===== config.mk =====
export PLATFORM = sky130hd
export DESIGN_NAME = line_follow_pid_steering_flat
export DESIGN_NICKNAME = d
export VERILOG_FILES = /design/src/sv/lfps_pkg.sv /design/src/sv/lfps_in_if.sv /design/src/sv/lfps_out_if.sv /design/src/sv/line_follow_pid_steering.sv /design/src/flat_wrapper.sv
export SDC_FILE = /design/constraint.sdc
export NUM_CORES = 1
export LEC_CHECK = 0
export BUFFER_PORTS_ARGS = -buffer_cell sky130_fd_sc_hd__buf_2
export CORE_ASPECT_RATIO = 0.5
export CORE_MARGIN = 2
export CORE_UTILIZATION = 60
export CTS_CLUSTER_SIZE = 20
export DETAILED_ROUTE_END_ITERATION = 7
export GPL_ROUTABILITY_DRIVEN = 1
export GPL_TIMING_DRIVEN = 0
export PLACE_DENSITY_LB_ADDON = 0.15
export SKIP_LAST_GASP = 1
export SLEW_MARGIN = 20
export SYNTH_ARGS = -nofsm -noshare
export SYNTH_HDL_FRONTEND = slang
export SYNTH_SLANG_ARGS = --single-unit

===== constraint.sdc =====
create_clock -name clk -period 13.65 [get_ports clk]
set_input_delay 1.365 -clock clk [delete_from_list [all_inputs] [get_ports clk]]
set_output_delay 1.365 -clock clk [all_outputs]
set_load 0.01 [all_outputs]

===== src/sv/lfps_pkg.sv =====
// shared types, constants and the control program of the line follower steering block
// no dependencies; used by the interfaces and the top level
package lfps_pkg;

	// tuning limits
	localparam int INTEGRAL_LIMIT = 500;
	localparam int OUTPUT_LIMIT   = 100;
	localparam int STEER_GAIN     = 10;
	localparam int SLEW_STEP      = 5;
	localparam int LOST_LIMIT     = 10;
	localparam int DRIVE_LIMIT    = 100;

	// port widths
	localparam int SENSOR_W   = 4;
	localparam int DRIVE_W    = 8;
	localparam int CFG_IDX_W  = 3;
	localparam int CFG_DATA_W = 23;

	// sensor codes and raw positions
	localparam logic [SENSOR_W-1:0] CODE_WHITE = 4'hF;
	localparam logic signed [7:0]   POS_WHITE  = 8'sd99;

	// reciprocal constants for exact division of small magnitudes
	localparam logic [19:0] RCP10     = 20'd52429;
	localparam int          RCP10_SH  = 19;
	localparam logic [19:0] RCP100    = 20'd671089;
	localparam int          RCP100_SH = 26;

	// register map
	typedef enum logic [CFG_IDX_W-1:0] {
		REG_KP_SMALL    = 3'd0,
		REG_KP_MID      = 3'd1,
		REG_KP_LARGE    = 3'd2,
		REG_KD_SMALL    = 3'd3,
		REG_KD_MID      = 3'd4,
		REG_KD_LARGE    = 3'd5,
		REG_KI_GAIN     = 3'd6,
		REG_BASE_SPEEDS = 3'd7
	} cfg_reg_t;

	// error bands
	typedef enum logic [1:0] {
		BAND_SMALL = 2'd0,
		BAND_MID   = 2'd1,
		BAND_LARGE = 2'd2
	} band_t;

	// shared multiplier operations
	typedef enum logic [2:0] {
		MUL_NONE = 3'd0,
		MUL_P    = 3'd1,
		MUL_I    = 3'd2,
		MUL_D    = 3'd3,
		MUL_T    = 3'd4,
		RCP_10   = 3'd5,
		RCP_100  = 3'd6
	} mul_op_t;

	localparam int PC_W = 4;

	// step numbers of the program
	localparam logic [PC_W-1:0] STEP_SETUP = 4'd0;
	localparam logic [PC_W-1:0] STEP_MUL_P = 4'd1;
	localparam logic [PC_W-1:0] STEP_DIV_P = 4'd2;
	localparam logic [PC_W-1:0] STEP_MUL_I = 4'd3;
	localparam logic [PC_W-1:0] STEP_DIV_I = 4'd4;
	localparam logic [PC_W-1:0] STEP_MUL_D = 4'd5;
	localparam logic [PC_W-1:0] STEP_DIV_D = 4'd6;
	localparam logic [PC_W-1:0] STEP_PID   = 4'd7;
	localparam logic [PC_W-1:0] STEP_MUL_T = 4'd8;
	localparam logic [PC_W-1:0] STEP_DIV_T = 4'd9;
	localparam logic [PC_W-1:0] STEP_EMIT  = 4'd10;

	// one control word
	typedef struct packed {
		logic              setup;
		mul_op_t           mul;
		logic              acc;
		logic              pid;
		logic              emit;
		logic              jmp_lost;
		logic [PC_W-1:0]   target;
	} ctrl_t;

	// control program rom
	function automatic ctrl_t ucode(input logic [PC_W-1:0] pc);
		ctrl_t c;
		c = '0;
		c.mul = MUL_NONE;
		case (pc)
			STEP_SETUP: begin
				c.setup    = 1'b1;
				c.jmp_lost = 1'b1;
				c.target   = STEP_EMIT;
			end
			STEP_MUL_P: c.mul = MUL_P;
			STEP_DIV_P: c.mul = RCP_10;
			STEP_MUL_I: begin
				c.mul = MUL_I;
				c.acc = 1'b1;
			end
			STEP_DIV_I: c.mul = RCP_100;
			STEP_MUL_D: begin
				c.mul = MUL_D;
				c.acc = 1'b1;
			end
			STEP_DIV_D: c.mul = RCP_10;
			STEP_PID:   c.pid = 1'b1;
			STEP_MUL_T: c.mul = MUL_T;
			STEP_DIV_T: c.mul = RCP_10;
			STEP_EMIT:  c.emit = 1'b1;
			default:    c.emit = 1'b1;
		endcase
		return c;
	endfunction

	// sensor code to track position
	function automatic logic signed [7:0] pos_lut(input logic [SENSOR_W-1:0] code);
		logic signed [7:0] p;
		case (code)
			4'd0:    p = 8'sd100;
			4'd1:    p = 8'sd30;
			4'd2:    p = 8'sd12;
			4'd3:    p = 8'sd20;
			4'd4:    p = -8'sd12;
			4'd5:    p = 8'sd0;
			4'd6:    p = 8'sd0;
			4'd7:    p = 8'sd15;
			4'd8:    p = -8'sd30;
			4'd9:    p = -8'sd20;
			4'd10:   p = -8'sd10;
			4'd11:   p = 8'sd5;
			4'd12:   p = -8'sd20;
			4'd13:   p = -8'sd5;
			4'd14:   p = -8'sd15;
			default: p = POS_WHITE;
		endcase
		return p;
	endfunction

endpackage


===== src/sv/lfps_in_if.sv =====
// sensor channel: valid/ready handshake carrying the four line sensor bits
// depends on lfps_pkg
interface lfps_in_if;
	logic                          valid;
	logic                          ready;
	logic [lfps_pkg::SENSOR_W-1:0] sensor_bits;

	modport source (output valid, output sensor_bits, input ready);
	modport sink   (input valid, input sensor_bits, output ready);
endinterface


===== src/sv/lfps_out_if.sv =====
// result channel: valid/ready handshake carrying wheel drives, steering and status
// depends on lfps_pkg
interface lfps_out_if;
	logic                                valid;
	logic                                ready;
	logic signed [lfps_pkg::DRIVE_W-1:0] left_drive;
	logic signed [lfps_pkg::DRIVE_W-1:0] right_drive;
	logic signed [lfps_pkg::DRIVE_W-1:0] steer_output;
	logic signed [7:0]                   track_position;
	logic                                lost;

	modport source (output valid, output left_drive, output right_drive, output steer_output,
		output track_position, output lost, input ready);
	modport sink   (input valid, input left_drive, input right_drive, input steer_output,
		input track_position, input lost, output ready);
endinterface


===== src/sv/line_follow_pid_steering.sv =====
// gain scheduled pid steering controller for a four sensor line follower
// depends on lfps_pkg, lfps_in_if and lfps_out_if

// One sensor transaction in, one result transaction out. A tick runs through an
// eleven step control program that drives one shared 19x20 multiplier: gain
// products for P, I and D, exact division by 10 or 100 through reciprocal
// multiplies, the PID sum and clamp, the steering product, and a final step that
// forms the wheel targets, applies the slew limit and loads the output register.
// A normal tick runs through every step in order; a tick on which the line is
// lost jumps from the setup step straight to the last step. The multiplier is the
// only arithmetic unit of note and sets the step count. The output register
// lets the next tick start while a result still waits; only the last step
// stalls when the previous result has not been taken. Configuration registers
// are written through cfg_we/cfg_index/cfg_data and must be written while idle.
module line_follow_pid_steering (
	input  logic                              clk,
	input  logic                              arst_n,
	input  logic                              cfg_we,
	input  logic [lfps_pkg::CFG_IDX_W-1:0]    cfg_index,
	input  logic [lfps_pkg::CFG_DATA_W-1:0]   cfg_data,
	lfps_in_if.sink                           sensor,
	lfps_out_if.source                        result
);

	localparam logic signed [12:0] INT_LIM  = 13'(lfps_pkg::INTEGRAL_LIMIT);
	localparam logic signed [14:0] OUT_LIM  = 15'(lfps_pkg::OUTPUT_LIMIT);
	localparam logic signed [14:0] DRV_LIM  = 15'(lfps_pkg::DRIVE_LIMIT);
	localparam logic signed [8:0]  SLEW     = 9'(lfps_pkg::SLEW_STEP);
	localparam logic [7:0]         LOST_LIM = 8'(lfps_pkg::LOST_LIMIT);
	localparam logic [19:0]        STEER_K  = 20'(lfps_pkg::STEER_GAIN);

	// saturate to +-lim
	function automatic logic signed [7:0] clamp8(input logic signed [14:0] v,
		input logic signed [14:0] lim);
		logic signed [7:0] r;
		if (v > lim) begin
			r = 8'(lim);
		end else if (v < -lim) begin
			r = 8'(-lim);
		end else begin
			r = 8'(v);
		end
		return r;
	endfunction

	// move toward target by at most one slew step
	function automatic logic signed [7:0] slew8(input logic signed [7:0] tgt,
		input logic signed [7:0] now);
		logic signed [8:0] d;
		logic signed [7:0] r;
		d = 9'(tgt) - 9'(now);
		if (d > SLEW) begin
			r = 8'(9'(now) + SLEW);
		end else if (d < -SLEW) begin
			r = 8'(9'(now) - SLEW);
		end else begin
			r = tgt;
		end
		return r;
	endfunction

	// configuration registers
	logic [7:0]                        kp_small_q, kp_mid_q, kp_large_q;
	logic [7:0]                        kd_small_q, kd_mid_q, kd_large_q;
	logic [7:0]                        ki_q;
	logic [lfps_pkg::CFG_DATA_W-1:0]   base_q;

	// sequencer
	logic                              busy_q;
	logic [lfps_pkg::PC_W-1:0]         pc_q;
	lfps_pkg::ctrl_t                   ctrl;
	logic                              go;

	// tick state
	logic [lfps_pkg::SENSOR_W-1:0]     code_q;
	logic                              skip_q;
	logic signed [11:0]                int_q;
	logic signed [6:0]                 eprev_q, e_q;
	logic signed [7:0]                 de_q;
	lfps_pkg::band_t                   band_q;
	logic signed [7:0]                 pid_q, left_q, right_q;
	logic [7:0]                        wc_q;
	logic                              lost_q;

	// multiplier and accumulator datapath
	logic [18:0]                       prod_q;
	logic                              msgn_q;
	logic [12:0]                       rq_q;
	logic                              rsgn_q;
	logic signed [13:0]                acc_q;

	// output register
	logic                              res_valid_q;
	logic signed [7:0]                 res_left_q, res_right_q, res_steer_q, res_pos_q;
	logic                              res_lost_q;

	// combinational values
	logic signed [7:0]                 raw_c;
	logic signed [6:0]                 pos_c, e_c;
	logic [4:0]                        mag_c;
	lfps_pkg::band_t                   band_c;
	logic signed [7:0]                 de_c;
	logic signed [12:0]                isum_c;
	logic signed [11:0]                int_n;
	logic [7:0]                        wc_n;
	logic                              lost_n;
	logic [7:0]                        kp_c, kd_c, base_c;
	logic [18:0]                       mul_a;
	logic [19:0]                       mul_b;
	logic                              mul_sgn;
	logic [38:0]                       mul_full;
	logic signed [13:0]                rq_s;
	logic signed [14:0]                psum_c, base_s, lt_c, rt_c;
	logic signed [7:0]                 pid_n, lt_cl, rt_cl, left_n, right_n;

	assign ctrl         = lfps_pkg::ucode(pc_q);
	assign sensor.ready = !busy_q;
	assign go           = busy_q && ctrl.emit && (!res_valid_q || result.ready);

	// position, error, band and integral for the setup step
	always_comb begin
		raw_c  = lfps_pkg::pos_lut(code_q);
		pos_c  = (raw_c >= lfps_pkg::POS_WHITE) ? 7'sd0 : raw_c[6:0];
		e_c    = -pos_c;
		mag_c  = 5'(e_c[6] ? -e_c : e_c);
		if (mag_c < 5'd5) begin
			band_c = lfps_pkg::BAND_SMALL;
		end else if (mag_c < 5'd15) begin
			band_c = lfps_pkg::BAND_MID;
		end else begin
			band_c = lfps_pkg::BAND_LARGE;
		end
		de_c   = 8'(e_c) - 8'(eprev_q);
		isum_c = 13'(int_q) + 13'(e_c);
		if (band_c == lfps_pkg::BAND_SMALL) begin
			int_n = '0;
		end else if (isum_c > INT_LIM) begin
			int_n = 12'(INT_LIM);
		end else if (isum_c < -INT_LIM) begin
			int_n = 12'(-INT_LIM);
		end else begin
			int_n = 12'(isum_c);
		end
	end

	// white run counter and lost decision
	always_comb begin
		if (code_q == lfps_pkg::CODE_WHITE) begin
			wc_n   = (wc_q == 8'hFF) ? wc_q : wc_q + 8'd1;
			lost_n = wc_n > LOST_LIM;
		end else begin
			wc_n   = '0;
			lost_n = 1'b0;
		end
	end

	// banded gains and base speed
	always_comb begin
		case (band_q)
			lfps_pkg::BAND_SMALL: begin
				kp_c   = kp_small_q;
				kd_c   = kd_small_q;
				base_c = {1'b0, base_q[22:16]};
			end
			lfps_pkg::BAND_MID: begin
				kp_c   = kp_mid_q;
				kd_c   = kd_mid_q;
				base_c = base_q[15:8];
			end
			default: begin
				kp_c   = kp_large_q;
				kd_c   = kd_large_q;
				base_c = base_q[7:0];
			end
		endcase
	end

	// shared multiplier operand select
	always_comb begin
		mul_a   = prod_q;
		mul_b   = '0;
		mul_sgn = msgn_q;
		case (ctrl.mul)
			lfps_pkg::MUL_P: begin
				mul_a   = 19'(e_q[6] ? -e_q : e_q);
				mul_b   = 20'(kp_c);
				mul_sgn = e_q[6];
			end
			lfps_pkg::MUL_I: begin
				mul_a   = 19'(int_q[11] ? -int_q : int_q);
				mul_b   = 20'(ki_q);
				mul_sgn = int_q[11];
			end
			lfps_pkg::MUL_D: begin
				mul_a   = 19'(de_q[7] ? -de_q : de_q);
				mul_b   = 20'(kd_c);
				mul_sgn = de_q[7];
			end
			lfps_pkg::MUL_T: begin
				mul_a   = 19'(pid_q[7] ? -pid_q : pid_q);
				mul_b   = STEER_K;
				mul_sgn = pid_q[7];
			end
			lfps_pkg::RCP_10:  mul_b = lfps_pkg::RCP10;
			lfps_pkg::RCP_100: mul_b = lfps_pkg::RCP100;
			default:           mul_b = '0;
		endcase
		mul_full = 39'(mul_a) * 39'(mul_b);
	end

	// pid sum, wheel targets and slew
	always_comb begin
		rq_s    = rsgn_q ? -$signed({1'b0, rq_q}) : $signed({1'b0, rq_q});
		psum_c  = 15'(acc_q) + 15'(rq_s);
		pid_n   = clamp8(psum_c, OUT_LIM);
		base_s  = $signed({7'b0, base_c});
		lt_c    = base_s - 15'(rq_s);
		rt_c    = base_s + 15'(rq_s);
		lt_cl   = clamp8(lt_c, DRV_LIM);
		rt_cl   = clamp8(rt_c, DRV_LIM);
		left_n  = slew8(lt_cl, left_q);
		right_n = slew8(rt_cl, right_q);
	end

	// configuration writes
	always_ff @(posedge clk or negedge arst_n) begin
		if (!arst_n) begin
			kp_small_q <= 8'd8;
			kp_mid_q   <= 8'd12;
			kp_large_q <= 8'd18;
			kd_small_q <= 8'd5;
			kd_mid_q   <= 8'd8;
			kd_large_q <= 8'd12;
			ki_q       <= 8'd2;
			base_q     <= 23'd3943710;
		end else if (cfg_we) begin
			case (lfps_pkg::cfg_reg_t'(cfg_index))
				lfps_pkg::REG_KP_SMALL:    kp_small_q <= cfg_data[7:0];
				lfps_pkg::REG_KP_MID:      kp_mid_q   <= cfg_data[7:0];
				lfps_pkg::REG_KP_LARGE:    kp_large_q <= cfg_data[7:0];
				lfps_pkg::REG_KD_SMALL:    kd_small_q <= cfg_data[7:0];
				lfps_pkg::REG_KD_MID:      kd_mid_q   <= cfg_data[7:0];
				lfps_pkg::REG_KD_LARGE:    kd_large_q <= cfg_data[7:0];
				lfps_pkg::REG_KI_GAIN:     ki_q       <= cfg_data[7:0];
				lfps_pkg::REG_BASE_SPEEDS: base_q     <= cfg_data;
				default:                   base_q     <= base_q;
			endcase
		end
	end

	// step counter with conditional jump
	always_ff @(posedge clk or negedge arst_n) begin
		if (!arst_n) begin
			busy_q <= 1'b0;
			pc_q   <= lfps_pkg::STEP_SETUP;
		end else if (!busy_q) begin
			if (sensor.valid) begin
				busy_q <= 1'b1;
				pc_q   <= lfps_pkg::STEP_SETUP;
			end
		end else if (ctrl.emit) begin
			if (go) begin
				busy_q <= 1'b0;
			end
		end else if (ctrl.jmp_lost && lost_n) begin
			pc_q <= ctrl.target;
		end else begin
			pc_q <= pc_q + 4'd1;
		end
	end

	// sensor capture
	always_ff @(posedge clk) begin
		if (sensor.valid && sensor.ready) begin
			code_q <= sensor.sensor_bits;
		end
	end

	// controller state
	always_ff @(posedge clk or negedge arst_n) begin
		if (!arst_n) begin
			int_q   <= '0;
			eprev_q <= '0;
			pid_q   <= '0;
			left_q  <= '0;
			right_q <= '0;
			wc_q    <= '0;
			lost_q  <= 1'b0;
			skip_q  <= 1'b0;
		end else if (busy_q) begin
			if (ctrl.setup) begin
				wc_q   <= wc_n;
				lost_q <= lost_n;
				skip_q <= lost_n;
				if (!lost_n) begin
					int_q   <= int_n;
					eprev_q <= e_c;
				end
			end
			if (ctrl.pid) begin
				pid_q <= pid_n;
			end
			if (go && !skip_q) begin
				left_q  <= left_n;
				right_q <= right_n;
			end
		end
	end

	// datapath registers
	always_ff @(posedge clk) begin
		if (busy_q && ctrl.setup) begin
			e_q    <= e_c;
			de_q   <= de_c;
			band_q <= band_c;
			acc_q  <= '0;
		end
		if (busy_q && ctrl.acc) begin
			acc_q <= acc_q + rq_s;
		end
		case (ctrl.mul)
			lfps_pkg::MUL_P, lfps_pkg::MUL_I, lfps_pkg::MUL_D, lfps_pkg::MUL_T: begin
				prod_q <= mul_full[18:0];
				msgn_q <= mul_sgn;
			end
			lfps_pkg::RCP_10: begin
				rq_q   <= 13'(mul_full >> lfps_pkg::RCP10_SH);
				rsgn_q <= msgn_q;
			end
			lfps_pkg::RCP_100: begin
				rq_q   <= 13'(mul_full >> lfps_pkg::RCP100_SH);
				rsgn_q <= msgn_q;
			end
			default: begin
				prod_q <= prod_q;
			end
		endcase
	end

	// output register valid
	always_ff @(posedge clk or negedge arst_n) begin
		if (!arst_n) begin
			res_valid_q <= 1'b0;
		end else if (go) begin
			res_valid_q <= 1'b1;
		end else if (result.ready) begin
			res_valid_q <= 1'b0;
		end
	end

	// output register payload
	always_ff @(posedge clk) begin
		if (go) begin
			res_left_q  <= skip_q ? left_q : left_n;
			res_right_q <= skip_q ? right_q : right_n;
			res_steer_q <= pid_q;
			res_pos_q   <= raw_c;
			res_lost_q  <= lost_q;
		end
	end

	assign result.valid          = res_valid_q;
	assign result.left_drive     = res_left_q;
	assign result.right_drive    = res_right_q;
	assign result.steer_output   = res_steer_q;
	assign result.track_position = res_pos_q;
	assign result.lost           = res_lost_q;

	// a new tick always starts at the setup step
	a_start: assert property (@(posedge clk) disable iff (!arst_n)
		(sensor.valid && sensor.ready) |=> (busy_q && pc_q == lfps_pkg::STEP_SETUP))
		else $error("tick did not start at setup step");

	// the held pid term stays within the output limit
	a_pid_range: assert property (@(posedge clk) disable iff (!arst_n)
		(busy_q && ctrl.pid) |=> (15'(pid_q) <= OUT_LIM && 15'(pid_q) >= -OUT_LIM))
		else $error("pid term out of range");

	// the left wheel command never jumps by more than one slew step
	a_slew_left: assert property (@(posedge clk) disable iff (!arst_n)
		((9'(left_q) - 9'($past(left_q))) <= SLEW &&
		(9'(left_q) - 9'($past(left_q))) >= -SLEW))
		else $error("left wheel exceeded slew step");

	// a busy tick only ends by emitting a result
	a_no_drop: assert property (@(posedge clk) disable iff (!arst_n)
		(busy_q && !go) |=> busy_q)
		else $error("tick ended without a result");

endmodule

===== src/flat_wrapper.sv =====
// flat-port wrapper written by rule: the top's interface ports become plain ports
module line_follow_pid_steering_flat 
  (clk, arst_n, cfg_we, cfg_index, cfg_data, sensor_valid, sensor_sensor_bits, sensor_ready, result_valid, result_left_drive, result_right_drive, result_steer_output, result_track_position, result_lost, result_ready);
  lfps_in_if sensor_i ();
  lfps_out_if result_i ();
  input  logic clk;
  input  logic arst_n;
  input  logic cfg_we;
  input  logic [lfps_pkg::CFG_IDX_W-1:0] cfg_index;
  input  logic [lfps_pkg::CFG_DATA_W-1:0] cfg_data;
  input wire logic [$bits(sensor_i.valid)-1:0] sensor_valid;
  input wire logic [$bits(sensor_i.sensor_bits)-1:0] sensor_sensor_bits;
  output wire logic [$bits(sensor_i.ready)-1:0] sensor_ready;
  output wire logic [$bits(result_i.valid)-1:0] result_valid;
  output wire logic [$bits(result_i.left_drive)-1:0] result_left_drive;
  output wire logic [$bits(result_i.right_drive)-1:0] result_right_drive;
  output wire logic [$bits(result_i.steer_output)-1:0] result_steer_output;
  output wire logic [$bits(result_i.track_position)-1:0] result_track_position;
  output wire logic [$bits(result_i.lost)-1:0] result_lost;
  input wire logic [$bits(result_i.ready)-1:0] result_ready;
  assign sensor_i.valid = sensor_valid;
  assign sensor_i.sensor_bits = sensor_sensor_bits;
  assign sensor_ready = sensor_i.ready;
  assign result_valid = result_i.valid;
  assign result_left_drive = result_i.left_drive;
  assign result_right_drive = result_i.right_drive;
  assign result_steer_output = result_i.steer_output;
  assign result_track_position = result_i.track_position;
  assign result_lost = result_i.lost;
  assign result_i.ready = result_ready;
  line_follow_pid_steering u_core (.clk(clk), .arst_n(arst_n), .cfg_we(cfg_we), .cfg_index(cfg_index), .cfg_data(cfg_data), .sensor(sensor_i), .result(result_i));
endmodule

==> flow_results.org <==
** Finish
- Post-route non-filler standard cell count :: 3,664
- Area occupied by registers :: 6630 um2
- Most common cell after layout, fill and taps aside :: sky130_fd_sc_hd__inv_1
- Filler cell count :: 3,752
- The repair_antennas step left the layout with diodes totalling 0.
- For this run, the share of the core covered by cells in the final layout is 65.3%.
- In the final design database the tool counted 3,583 nets.
- Synthesis-to-layout area growth :: 7.65%
- Footprint of the multi-input gates :: 18,600 um2
- Highest-count cells in the layout ignoring fill and taps :: 501 x sky130_fd_sc_hd__inv_1, 257 x sky130_fd_sc_hd__fa_1, 245 x sky130_fd_sc_hd__nand2_1, 245 x sky130_fd_sc_hd__ha_1, 185 x sky130_fd_sc_hd__nor2_1
- The post-route netlist has 9.69% of its cells at a drive strength greater than 1.

** Outcome
- The flow ran to the end, and the final reports show no timing, DRC or antenna violations.

** STA
- Slew @ Worst Pin :: 1.17 ns
- Crit share post-route :: 78.0%
- Slew Viols, Final :: 0
- Slew headroom :: 21.3%
- Summed over all failing endpoints, the final setup total negative slack is 0 ns.
- RSZ-0062 raised after global routing :: false
- Minimum clock period :: 10.64 ns
- Final setup slack of the worst path :: 3.01 ns
- The number of failing hold endpoints at the final stage came to 0.
- Max Freq :: 94.0 MHz
- Count of final setup violators :: 0
- On the final layout, the worst clock skew is 0.0170 ns.

** Critical path
- Data on the critical path arrives at its endpoint at 10.94 ns.
- Logic depth of the worst register-to-register path :: 33
- Critical path startpoint :: u_core.pc_q[1]
- In this run the critical register-to-register path is captured at u_core.rq_q[9].
- Path type of the worst setup path :: flop to flop
- Number of cells on the critical path :: 33
- The number of buffers and inverters on the critical path is 9.
- Element type at the critical path start :: flop
- For the worst setup path, the data required time is 13.95 ns.
- Along the worst path, the maximum fanout reaches 16.
- The slowest stage of the critical path belongs to the cell sky130_fd_sc_hd__nand2_1.
- Slack of the worst reg-to-reg path :: 3.01 ns
- Following the worst setup path forward leads to its endpoint at u_core.rq_q[9].
- Crit Reg-Reg Startpoint :: u_core.pc_q[1]
- Kind of cell adding the most delay to the critical path :: adder cells
- Critical Path Sink Type :: flop
- Highest cell delay on the worst timing path :: 0.69 ns

** Clocking
- Sinks on Clock Net :: 245
- CTS placed an instance of sky130_fd_sc_hd__clkbuf_16 at the clock tree root.
- The clock reaches the later pin of the worst-skew pair after 0.56 ns.
- Once the clock tree was built, the setup fixing pass inserted 0 buffers.
- TritonCTS built the clock tree.
- In this run the number of H-tree levels came out at 1.
- CTS buffer count :: 26
- After clock tree synthesis, the clock-pin slew on the worst setup and hold paths is 0.06 ns.
- Buffers from clock root to sink, at most :: 3
- Hold-fix buffers, CTS :: 0
- Number of instances resized during post-cts repair :: 0

** Floorplan
- The floorplan has 55 rows.
- From left edge to right edge, the die measures 306 um.
- 70 I/O pins were placed.
- The region available for standard cell placement spans 45,100 um2.
- The floorplan step set the die height to 155 um.
- Initial core utilization :: 60.7%
- The floorplan step defined a die boundary enclosing 47,500 um2.

** Run
- Max-cap violations in this run came to 0.

** Synth
- In this run the cell area of the synthesized design comes to 27,400 um2.
- In this run, synthesis produced a sequential element count of 245.
- Share of flip-flops with an asynchronous set or reset :: 55.9%
- Yosys synthesis warning count :: 0
- Count of distinct cell types in the synthesized netlist :: 106
- In the synthesized netlist, the number of instances is 2,945.
- Sequential elements use 24.2% of the synthesized area.
- Among all flip-flop cells after synthesis, the most frequent one is sky130_fd_sc_hd__dfrtp_1.
- A synthesized cell averages 9.30 um2.
- The synthesized design contains 101 enable-type register cells.

** Route
- DRT met1 WL :: 32.9 mm
- Met3 routed wirelength :: 5.44 mm
- DRT iter0 DRCs :: 1,747
- DRC viols :: 0
- Total Routed Length :: 71.6 mm
- In the routed layout, each cell is associated on average with a via count of 6.01.
- The detailed router used layers up to and including met4.
- Initial DRT Pass Iterations :: 8
- Detailed-route via count :: 22,000
- Wire length on met2 :: 31.7 mm
- After detailed routing, the average wire length per cell comes to 19.5 um.
- The count of nets left with antenna violations once routing finished came out at 0.

** Placed design
- Including well taps, the total number of placed cells is 3,616.
- Post-DP HPWL :: 58.0 mm
- At the end of routability-driven placement, the weighted congestion stood at 0.939.
- Prior to clock tree synthesis, the placed netlist has a worst setup slack of 3.40 ns.
- Buffers placed on the I/O ports in this run total 66.

** Global route
- The via count of the first global-routing pass is 21,500.
- The initial antenna violation count was 1.
- Global-route wire length before repair :: 115 mm
- Overall routing resource usage :: 30.5%
- Leftover overflow at the end of global routing :: 0
- Entering global routing, the biggest net connects 91 pins.

** Worst hold path
- The path class of the tightest hold or removal check is flop to flop.
area by class of cell:
type | instances | share of cell area (%)
Inverter | 509 | 6.48
Buffer | 81 | 1.07
Sequential cell | 245 | 22.5
Tap cell | 598 | 2.54
Multi-Input combinational cell | 2115 | 63.0
Clock buffer | 30 | 2.40
Clock inverter | 18 | 0.658
Timing Repair Buffer | 68 | 1.32
per-stage QoR:
stage	hold WS [ns]	area [um2]
after floorplan	0.400	27400
after global placement	0.417	28500
after detailed placement	0.406	28600
after CTS	0.420	29500
after global routing	0.443	29500
final	0.426	29500
state kept, by name, summed over array words and instances, names as in the netlist, 12 cells and up:
name / flops
u_core.int_q: 12
u_core.acc_q: 14
u_core.rq_q: 13
u_core.base_q: 23
u_core.prod_q: 19
synth_stat cells (all sizes together), types with 24 or more instances:
library cell  number  share of area [%]
nand2b            33               0.75
o211ai            24               0.66
and3              41               0.94
a21oi            127                2.3
and2              32               0.74
mux2              85                3.5
nor3              31               0.58
nand3             34               0.64
o21ai            143                2.7
mux2i             33                1.2
inv              505                6.9
xnor2             66                2.1
fa               257                 19
o21a              28               0.77
a21o              36               0.99
dfrtp            114                 10
edfxtp           101                 11
o31ai             31               0.92
nand2            245                3.4
nor2             186                2.6
ha               245                 11
clkbuf            74                1.0
xor2              48                1.6
nor2b             35               0.80
worst min-delay path by stage:
stage / startpoint / cells past startpoint / endpoint
after floorplan: u_core.msgn_q / 0 / u_core.rsgn_q
after global placement: u_core.msgn_q / 0 / u_core.rsgn_q
after detailed placement: u_core.msgn_q / 0 / u_core.rsgn_q
after CTS: u_core.msgn_q / 0 / u_core.rsgn_q
after global routing: u_core.msgn_q / 0 / u_core.rsgn_q
final: u_core.msgn_q / 0 / u_core.rsgn_q
layer usage:
metal / global-route usage, % / vias to the layer above
li1: - / 10200
met1: 44.7 / 10900
met2: 47.7 / 746
met3: 5.26 / 110
met4: 6.91 / 0
met5: 0 / -
logic make-up (layout without fill, tap and decap cells):
family / after synthesis / after routing / share of synthesized area, %
AO/OA/AOI/OAI: 610 / 610 / 15.4
XOR/XNOR: 114 / 114 / 3.67
AND/OR/NAND/NOR: 762 / 762 / 13.7
adder cells (fa/ha/maj): 502 / 502 / 30.0
flip-flops: 245 / 245 / 24.2
multiplexers: 120 / 120 / 4.87
buffers and inverters: 590 / 706 / 8.12
other: 2 / 7 / 0.0274
Power is not shown: default switching activity piles up to over one toggle a cycle in this logic, so the estimate is an artifact.
